[src/rtl/core/thi_ram.sv]
module thi_ram #(
  parameter int WIDTH = 32,
  parameter int DEPTH = 128
) (
  input  logic                     clk,
  input  logic                     we,
  input  logic [$clog2(DEPTH)-1:0] waddr,
  input  logic [WIDTH-1:0]         wdata,
  input  logic [$clog2(DEPTH)-1:0] raddr,
  output logic [WIDTH-1:0]         rdata
);

  logic [WIDTH-1:0] mem [DEPTH];

  // write port and registered read port
  always_ff @(posedge clk) begin
    if (we) begin
      mem[waddr] <= wdata;
    end
    rdata <= mem[raddr];
  end

endmodule

[config.mk]
export PLATFORM = sky130hd
export DESIGN_NAME = thi_ram
export DESIGN_NICKNAME = d
export VERILOG_FILES = /design/src/rtl/core/thi_ram.sv
export SDC_FILE = /design/constraint.sdc
export NUM_CORES = 2
export LEC_CHECK = 0
export ABC_AREA = 1
export BUFFER_PORTS_ARGS = -buffer_cell sky130_fd_sc_hd__buf_4
export CORE_MARGIN = 4
export CORE_UTILIZATION = 35
export DETAILED_ROUTE_END_ITERATION = 8
export GPL_TIMING_DRIVEN = 0
export PLACE_DENSITY_LB_ADDON = 0.15
export SLEW_MARGIN = 5
export SYNTH_ARGS = -nofsm -noshare
export SYNTH_HDL_FRONTEND = slang
export SYNTH_SLANG_ARGS = --single-unit
[constraint.sdc]
create_clock -name clk -period 5.2 [get_ports clk]
set_input_delay 0.78 -clock clk [delete_from_list [all_inputs] [get_ports clk]]
set_output_delay 0.78 -clock clk [all_outputs]
set_load 0.05 [all_outputs]
# Word-level counts from Yosys, hierarchy flattened
# Memory sizes are Yosys's and may differ from the RTL's. A register that Yosys moved wholly into a read port is not among the register bits.
# Cells that the tools add are included.
[word_totals] ff_bits=0 latchBits=0 ram_bits=4096 rom_bits=0 output_inout_bits=32 wordCells=3 n_memories=1
[op_classes] n_addsub=0 n_mul=0 n_div=0 order_cmp=0 n_eq_ne=0 n_shift=0 mux=2 n_bitwise=0 n_reduce_logical=0
[mem_list] name="mem" depth=128 width=32 rd=1 rd_ports_with_merged_regs=1 write_ports=1 line="13" source="logic [WIDTH-1:0] mem [DEPTH];"
[op_table] operator="$mux 1" n=2

# Longest topological paths before layout
[logic_depth] depth_word=2 depth_mapped=13 mapped_depth_nobuf=9

# Least setup slack after synthesis
# OpenSTA, ideal clock, no wires.
[synth_timing] path_kind="input-to-reg" startpoint="input port we" endpoint="memory mem[105][0] (enable)" t_arrival_ps=2757 t_required_ps=4779 slack_ps=2022 cell_stages=4 cell_sequence="clkbuf_1 > nand2_1 > clkbuf_1 > nor2_1"
[synth_between] elab_chain_len=2
[synth_rtl] element="from (decl)" line="6" source="input logic we,"
[synth_rtl] element="$mux 1" line="17" source="if (we) begin"
[synth_rtl] element="$mux 1 (implied by the code)" line="18" source="mem[waddr] <= wdata;"
[synth_rtl] element="to (decl)" line="13"
# No other way between the ends.

==> impl_results.md <==
- Clock Tree Buf Depth: 4
- GRT Overall Usage: 0.274
- Routed Antenna Nets: 0
- Syn. warnings: 0
- DRT Pass-1 Iters: 6
- Leak: about 0.067 µW
- Non-Filler Instances: roughly 21,000
- DR vias: 114,000
- Final setup skew: around 0.053 ns
- Synthesized netlist cell count: ~13,000
- Cell mode on critical path: nand3_1
- Iteration-0 DRC Markers: between 15,000 and 20,000
- Max stage delay cell, worst path: buf_1
- Synth unique cells: 15
- Power per cell area: around 380 mW/mm²
- CP Cell Sequence: buf_2 -> inv_2 -> buf_2 -> buf_1 -> nand3_1 -> nand3_1 -> nand3_1 -> nand3_1 -> nand3_1 -> nand2_1
- Crit-path max cell delay: 1.08 ns
- Nets@finish: approximately 14,000
- Share of layout cells above drive strength 1: 0.119
- Clock Sinks: 4,128
- TritonCTS clock tree: built
- Hold Path Class: in2reg
- Vias in the first global route: 104,000
- Seq/Total Area, Yosys: 0.751
- DRC Markers: 0
- WL/cell: approximately 33 µm
- Yosys top cell by area: edfxtp_1
- Commonest non-fill, non-tap cell in the layout: nand2_1
- Grt total ovfl: 0
- Skew-Pair Late Insertion Delay: about 1.0 ns
- Clock transition at path regs: about 0.060 ns
- Minimum clock period: between 4 and 5 ns
- Cts bufs inserted: between 400 and 500
- Worst setup SP type: primary input
- Starting Density: 0.352
- Core Area: 0.468 mm²
- GPL Wtd Cong: 0.947
- Initial antenna violation count: 80
- Post-synthesis to final-layout area growth: 17.0%
- Row count: 251
- First-pass GRT wire length: 909 mm
- Final slew viol count: 0
- Worst-case vdd ir drop: 0.000318 V
- Top cells by area, synth: edfxtp_1, nand3_1, nand2_1
- Mapped cell area: roughly 0.16 mm²
- CP arrival: around 5.5 ns
- Max Cap Viol: 0
- Net Count, Synth: 13,400
- Post-DP HPWL: just under 500 mm
- Hold Fails Final Rpt: 0
- Die width: 694 µm
- Rel. slew slack: 0.0159
- RSZ-0062 raised after global routing: no
- Cts hold-fix bufs: 0
- Status: finished clean
- Post-synth top area share: 0.747
- Total power: ~73,000 µW
- Die area: slightly below 0.5 mm²
- Placed Cells: about 20,000
- # fillers: ~44,000
- Crit path kind: in2reg
- Syn_area_per_cell: around 12 µm²
- Synth Register Bits: 4,128
- Final setup vio count: 0
- H-tree Lvls: 5
- Worst-path maximum fanout: 11
- Root Driver: clkbuf_16
- Tcrit/Tclk final: 0.882
- Die H: between 600 and 700 µm
- Port buffer count: 74
- Required time of the critical path: around 6.1 ns
- Crit end category: flip-flop
- Worst slew pin tran: ~1.5 ns
- Num ports: 80
- Post-CTS Setup Bufs: 0
- CTS resizes: 0
- Vias/cell: approximately 5.5
- FMAX: around 0.22 GHz
- Post-Route WL: 679 mm
- Largest net degree at the start of global routing: ~110
- Most frequent cells in the layout: nand2_1, edfxtp_1, nand3_1
==> per-stage QoR <==
step	util	setup WS (ns)	area, µm²	hold slack [ns]	TNS (ns)
4_1_cts	0.411	1.10	192000	0.0418	0
5_1_grt	0.411	0.846	193000	0.0886	0
3_5_place_dp	0.382	0.0242	179000	0.923	0
3_3_place_gp	0.370	-2.14	173000	0.897	-2687.16
2_1_floorplan	-	2.02	165000	0.754	0
6_report	0.412	0.613	193000	0.116	0
==> synth_stat cells <==
library cell and number:
buf_6 11, inv_4 2, nor3_1 8, edfxtp_1 4096, inv_2 2, nor2_1 134, buf_1 100, inv_1 20
buf_4 86, nand2_1 4151, nand3_1 4035, buf_2 602, buf_8 1, clkbuf_1 109, dfxtp_1 32
==> cell families (layout without fill, tap and decap cells) <==
| logic type | after synthesis | count (layout) | share of synthesized area |
|---|---|---|---|
| simple gates | 8328 | 8328 | 0.221 |
| other cells | 0 | 44 | 0 |
| flops | 4128 | 4128 | 0.751 |
| buf+inv | 933 | 2041 | 0.0284 |
==> sequential cells by signal, summed over array words and instances, names as in the netlist <==
name / flops
rdata: 32
mem: 4096
==> worst paths after layout <==
check | startpoint | slack, ns | depth (start not counted) | to
setup / recovery | raddr[2] | 0.61 | 10 | rdata[27]
hold / removal | wdata[0] | 0.12 | 1 | mem[31][0]
setup reg to reg | mem[53][27] | 2.42 | 8 | rdata[27]
hold reg to reg | mem[76][28] | 0.92 | 8 | rdata[28]
==> critical path, delay by kind of cell <==
family	cells	cell delay, ns
buffers and inverters	4	2.39
AND/OR/NAND/NOR	6	2.25
==> power by group <==
| part | switching (µW) | internal [µW] |
|---|---|---|
| Combinational | 4410 | 1140 |
| Clock | 13600 | 17000 |
| Sequential | 37.0 | 36700 |
==> area by class of cell <==
type                            count  area (µm²)  share of cell area
Inverter                           24        95.1            0.000494
Antenna cell                       44         110            0.000572
Timing Repair Buffer              282        5390              0.0280
Clock inverter                    237        1750             0.00906
Multi-Input combinational cell   8328       37300               0.194
Clock buffer                      589       12000              0.0621
Buffer                            909        4610              0.0240
Tap cell                         6198        7750              0.0403
Sequential cell                  4128      124000               0.642
==> layer usage <==
metal	vias to the layer above	part of all wire	global-route usage
li1	49700	-	-
met1	57700	0.41	0.371
met2	5867	0.44	0.419
met3	1178	0.098	0.0677
met4	24	0.050	0.120
met5	-	0.00058	0.00770
Note: power is estimated with default switching activity, not from simulation.
