### src/rtl/core/thi_pkg.sv
package thi_pkg;

  localparam int W = 32;
  localparam int NCOMP = 6;

  typedef enum logic [1:0] {
    OP_RECORD = 2'd0,
    OP_QUERY  = 2'd1,
    OP_CLEAR  = 2'd2,
    OP_NONE   = 2'd3
  } op_t;

  typedef enum logic [3:0] {
    ST_IDLE,
    ST_WRITE,
    ST_TRIM_RD,
    ST_TRIM_WT,
    ST_TRIM_CHK,
    ST_SCAN_RD,
    ST_SCAN_WT,
    ST_SCAN_CHK,
    ST_PAIR_RD,
    ST_PAIR_WT,
    ST_DIV,
    ST_DONE
  } state_t;

  // one stored entry
  typedef struct packed {
    logic [W-1:0] stamp;
    logic [W-1:0] pos_x;
    logic [W-1:0] pos_y;
    logic [W-1:0] pos_z;
    logic [W-1:0] vel_x;
    logic [W-1:0] vel_y;
    logic [W-1:0] vel_z;
    logic [W-1:0] heading;
  } entry_t;

  // control from sequencer into the divider cell row
  typedef struct packed {
    logic load;
    logic step;
  } div_ctl_t;

endpackage

### src/rtl/core/thi_cell.sv
// One cell of the divider row: restoring divide of |b - a| * num by den, one
// quotient bit a step, then add the quotient to a or subtract it from a.
// The control is registered and handed to the next cell, so each cell acts
// in the cycle after its neighbour.
module thi_cell
  import thi_pkg::*;
(
  input  logic          clk,
  input  logic          rst_n,
  input  div_ctl_t      ctl,
  input  logic [W-1:0]  a,
  input  logic [W-1:0]  b,
  input  logic [W-1:0]  num,
  input  logic [W-1:0]  den,
  output div_ctl_t      ctl_out,
  output logic [W-1:0]  res
);

  localparam int PW = 2 * W + 1;

  logic [PW-1:0] prod_r, prod_nxt;
  logic [W:0]    rem_r, rem_nxt;
  logic [W-1:0]  base_r;
  logic          neg_r;
  div_ctl_t      ctl_r;
  logic [W:0]    diff;
  logic [W:0]    mag;
  logic [W+1:0]  trial;

  assign diff = {b[W-1], b} - {a[W-1], a};
  assign mag  = diff[W] ? (~diff + 1'b1) : diff;
  assign trial = {rem_r, prod_r[PW-1]} - {2'b00, den};

  // load dividend then shift one bit a step
  always_comb begin
    prod_nxt = prod_r;
    rem_nxt  = rem_r;
    if (ctl.load) begin
      prod_nxt = PW'(mag) * PW'(num);
      rem_nxt  = '0;
    end else if (ctl.step) begin
      if (!trial[W+1]) begin
        rem_nxt = trial[W:0];
      end else begin
        rem_nxt = {rem_r[W-1:0], prod_r[PW-1]};
      end
      prod_nxt = {prod_r[PW-2:0], ~trial[W+1]};
    end
  end

  always_ff @(posedge clk) begin
    prod_r <= prod_nxt;
    rem_r  <= rem_nxt;
    if (ctl.load) begin
      base_r <= a;
      neg_r  <= diff[W];
    end
  end

  // hand the control on to the next cell
  always_ff @(posedge clk) begin
    if (!rst_n) begin
      ctl_r <= '0;
    end else begin
      ctl_r <= ctl;
    end
  end

  assign ctl_out = ctl_r;
  assign res = neg_r ? (base_r - prod_r[W-1:0]) : (base_r + prod_r[W-1:0]);

endmodule

### config.mk
export PLATFORM = sky130hd
export DESIGN_NAME = thi_cell
export DESIGN_NICKNAME = d
export VERILOG_FILES = /design/src/rtl/core/thi_pkg.sv /design/src/rtl/core/thi_cell.sv
export SDC_FILE = /design/constraint.sdc
export NUM_CORES = 2
export LEC_CHECK = 0
export ABC_CLOCK_PERIOD_IN_PS = 11100
export BUFFER_PORTS_ARGS = -buffer_cell sky130_fd_sc_hd__buf_4
export CORE_UTILIZATION = 50
export CTS_CLUSTER_DIAMETER = 40
export DETAILED_ROUTE_END_ITERATION = 7
export GPL_TIMING_DRIVEN = 0
export PLACE_DENSITY = 0.73
export SLEW_MARGIN = 20
export SYNTH_ARGS = -nofsm -noshare
export SYNTH_HDL_FRONTEND = slang
export SYNTH_SLANG_ARGS = --single-unit
### constraint.sdc
create_clock -name clk -period 11.1 [get_ports clk]
set_input_delay 0.555 -clock clk [delete_from_list [all_inputs] [get_ports clk]]
set_output_delay 0.555 -clock clk [all_outputs]
set_load 0.01 [all_outputs]
======== After elaboration in Yosys (flattened, before gate mapping) ========
Cells that the tools add are included.
word-level totals
  output and inout port bits .............. 34
  logic and storage cells ................. 20
  flip-flop bits (word level) ............. 133
operators by class
  $mul .................................... 1
  $add $sub $neg .......................... 5
  reduce and logical (&&, ||, !) cells .... 1
  multiplexer cells ....................... 5
  bitwise operators ....................... 2
operators by type and width
  operator                                                          count
  65-bit two-way mux                                                2
  33-bit two-way mux                                                2
  33-bit by 32-bit multiplier with 65-bit output                    1
  34-bit by 32-bit subtractor with 34-bit output                    1
  33-bit by 1-bit adder with 33-bit output (second input constant)  1
  33-bit inverter                                                   1
  32-bit by 32-bit subtractor with 33-bit output                    1
  32-bit adder                                                      1
  32-bit two-way mux                                                1
  32-bit subtractor                                                 1
  2-bit nonzero test                                                1
  1-bit inverter                                                    1

======== Logic depth before layout (Yosys ltp) ========
  depth after elaboration ................. 6
  mapped depth ............................ 42

======== Worst setup path before layout ========
Ideal clock, no wire load.
  kind .................................... input port to flip-flop
  from .................................... input port a[6]
  to ...................................... register prod_r[62] (data pin)
  arrival time ............................ 10.739 ns
  cell stages on the path ................. 37
  path slack .............................. 0.098 ns
  buffers on the path ..................... 4
  data required time ...................... 10.837 ns
  setup time .............................. 0.263 ns
  cells stage by stage .................... inv_1 > ha_1 > buf_6 > a21o_1 > a2111o_1 > or3_4 > a2111oi_4 > a2111oi_2 > a211o_1 > or4b_1 > buf_2 > nor4_2 > mux2_4 > buf_4 > and3_1 > fa_1 > fa_1 > fa_1 > inv_1 > fa_1 > inv_1 > fa_1 > fa_1 > fa_1 > inv_1 > fa_1 > inv_1 > ha_1 > clkbuf_1 > nand4_1 > or2_2 > o221ai_1 > a31oi_1 > o31ai_1 > a41o_1 > a311oi_1 > a2111o_1
on the way
  cells in the longest elaborated chain, start to end .. 6
RTL lines
  what                                                line            RTL
  from (decl)                                         thi_cell.sv:11  input logic [W-1:0] a,
  32-bit by 32-bit subtractor with 33-bit output (*)  thi_cell.sv:30  assign diff = {b[W-1], b} - {a[W-1], a};
  33-bit inverter                                     thi_cell.sv:31  assign mag = diff[W] ? (~diff + 1'b1) : diff;
  33-bit by 1-bit adder with 33-bit output            thi_cell.sv:31
  33-bit two-way mux (*)                              thi_cell.sv:31
  33-bit by 32-bit multiplier with 65-bit output (*)  thi_cell.sv:39  prod_nxt = PW'(mag) * PW'(num);
  65-bit two-way mux (*)                              thi_cell.sv:38  if (ctl.load) begin
  net prod_nxt[62]                                    thi_cell.sv:21  logic [PW-1:0] prod_r, prod_nxt;
  to (signal assigned)                                thi_cell.sv:52  prod_r <= prod_nxt;
  to (decl)                                           thi_cell.sv:21
The timed path passes the listed nets; every way through them passes the cells marked *.
A chain may end at the register's enable or synchronous reset.

======== Worst setup path in the final report ========
  from .................................... input port a[6]
  to ...................................... register prod_r[54] (data pin)
Same word-level chain as after synthesis.

==> impl_results.md <==
- Status: finished with violations
- Violated checks: setup timing
- Total Neg Setup Slack: -0.0372 ns
- Post-layout nets: 7,141
- Die height: 310 um
- Worst setup path category: in2reg
- Worst-Skew Late Latency: 0.46 ns
- CP required: 11.31 ns
- Hold wc startpoint: a[16]
- Starting Density: 50.6%
- Post-synth cell types: 86
- Core Box Area: 0.0935 mm^2
- Largest cells by area after synthesis: fa_1 39%, ha_1 9.5%, inv_1 8.7%
- Initial DRC Count: 4,270
- Post-Syn Area: 0.0473 mm^2
- Num CTS Buffers: 17
- Pin count of the biggest net entering global routing: 45
- Total of max-cap violations: 0
- DRT Wirelength: 173 mm
- Crit-path max FO: 7
- Vias per cell: 5.86
- Period utilisation layout: 100%
- Number of global-route vias before repair: 41,500
- Layout cells sized above 1: 11.7%
- Total grt overflow: 0
- Htree depth: 4
- Placement Rows: 112
- Least-Margin Pin Slew: 1.24 ns
- Antenna violations before repair: 17
- Area after DPL: 0.0502 mm^2
- Startpoint Class: input port
- Vias: 41,000
- Chip width: 310 um
- Gpl congestion: 1.05
- CTS sink count: 133
- Count of state elements after synthesis: 133
- Type of the worst min-delay path: in2reg
- Most common cell after layout, fill and taps aside: inv_1
- Synthesis-to-finish area growth: 13.3%
- Fin area: 0.0536 mm^2
- Headroom to the max-slew limit: 16.6%
- Syn Nets: 6,880
- RSZ-0062 raised after global routing: yes
- CTS Hold Bufs: 0
- Clk pin slew, worst setup/hold paths: 0.07 ns
- First-pass iteration count of the detailed router: 6
- Worst reg2reg endpoint: prod_r[0]
- Boundary Pins: 166
- Primary FF master, synth: edfxtp_1
- GRT Util Overall: 36.5%
- Worst stage delay on the critical path: 0.61 ns
- Final core occ: 57.4%
- Routed Antenna Nets: 0
- CTS tree: done
- Global-route wire length before repair: 256 mm
- EDFF count, synth: 98
- Top cell type's share of synthesized area: 39.3%
- WP data arrival: 11.34 ns
- Sequential-to-total area share from yosys stat: 7.70%
- Port bufs: 141
- Async SR Flop Fraction: 0%
- Final Hold Fails: 0
- Commonest non-fill, non-tap cells in the layout: 1,096 x inv_1, 901 x fa_1, 706 x nand2_1, 377 x and2_1, 336 x ha_1
- DIE AREA: 0.0958 mm^2
- Depth of the worst register-to-register path: 13
- Synth Area per Inst: 8.67 um^2
- Area leader, netlist: fa_1
- Fmax: 89.8 MHz
- R2r setup slk: 6.77 ns
- Wirelength per Cell: 24.7 um
- Post-DP HPWL: 139 mm
- Total number of yosys warnings: 0
- DRC Markers: 0
- WHS: 0.276 ns
- Worst r2r src: prod_r[64]
- CP max stage cell: fa_1
- Final Slew Violations: 0
- Hold Path End: base_r[16]
- CTS Buffer Depth: 2
- Minimum clock period: 11.14 ns
- Endpoints failing setup: 2
- Clock Tree Root: clkbuf_16
- Hold-critical path depth: 1
- Cells after Synth: 5,458
- PnR worst setup slack: -0.0359 ns
- Clock skew: 0.0148 ns
- Crit path top cell by count: fa_1
- CP endpoint kind: register
## stage by stage
step / instances / setup slack, ns
after floorplan: 5458 / 0.0979
after detailed placement: 6859 / -2.78
final: 6993 / -0.0359
after global routing: 6988 / -0.180
after CTS: 6920 / -0.0478
after global placement: 6853 / -2.90
## synthesized netlist by cell type, types with 98 or more instances
cell type	number
and2_1	378
nor2_1	229
a21oi_1	170
inv_1	1099
fa_1	929
clkbuf_1	283
a21o_1	102
o21ai_0	133
ha_1	361
edfxtp_1	98
xnor2_1	141
nand2_1	711
## kinds of logic (layout without fill, tap and decap cells)
kind of cell	after synthesis	count (layout)	synth area share, %
simple gates	1642	1642	16.8
buf+inv	1415	1689	11.3
compound gates	729	729	10.5
flops	133	133	7.70
fa+ha+maj	1290	1290	48.9
xor+xnor	201	201	3.72
mux	48	48	1.15
other cells	0	7	0
## per-layer routing
layer  vias to the layer above  GRT usage (%)  wire length, um  part of all wire [%]
met1                     20500           46.1            62700                    36
met5                         -              0               65                 0.038
met4                         8           21.0            13100                   7.6
li1                      17600              -                -                     -
met2                      2385           56.3            76300                    44
met3                       572           10.1            20400                    12
## sequential cells by signal, summed over array words and instances, names as in the netlist
name,flops
base_r,32
prod_r,65
neg_r,1
ctl_out,2
rem_r,33
## how the worst max path moves through the flow
stage / from / to / slack [ns]
3_3_place_gp: a[0] / prod_r[59] / -2.90
5_1_grt: a[17] / prod_r[59] / -0.18
2_1_floorplan: a[6] / prod_r[62] / 0.1
3_5_place_dp: a[0] / prod_r[59] / -2.78
4_1_cts: a[6] / prod_r[59] / -0.05
6_report: a[6] / prod_r[54] / -0.04
## critical path, delay by kind of cell
| family | cells | cell delay [ns] |
|---|---|---|
| adders and majority gates | 10 | 4.79 |
| AOI/OAI and AO/OA | 14 | 3.34 |
| and+or+nand+nor | 3 | 1.05 |
| buffers and inverters | 8 | 0.94 |
| xor gates and xnor gates | 2 | 0.34 |
| muxes | 1 | 0.27 |
## final cells by class
class	instances	area, um^2
diodes	7	17.5
plain buffers	285	1420
clock buffers	19	433
clock inverters	13	148
fillers	8387	39900
inverters	1102	4140
multi-input cells	3910	40000
flip-flops and latches	133	3640
well taps	1254	1570
repair buffers	270	2270
## repair_timing
action / in CTS / in global routing
resized for setup: 230 / 259
setup endpoints to repair: 48 / 38
cloned: 0 / 0
setup buffers: 42 / 81
pin swaps: 29 / 117
Power is not shown: default switching activity piles up to over one toggle a cycle in this logic, so the estimate is an artifact.
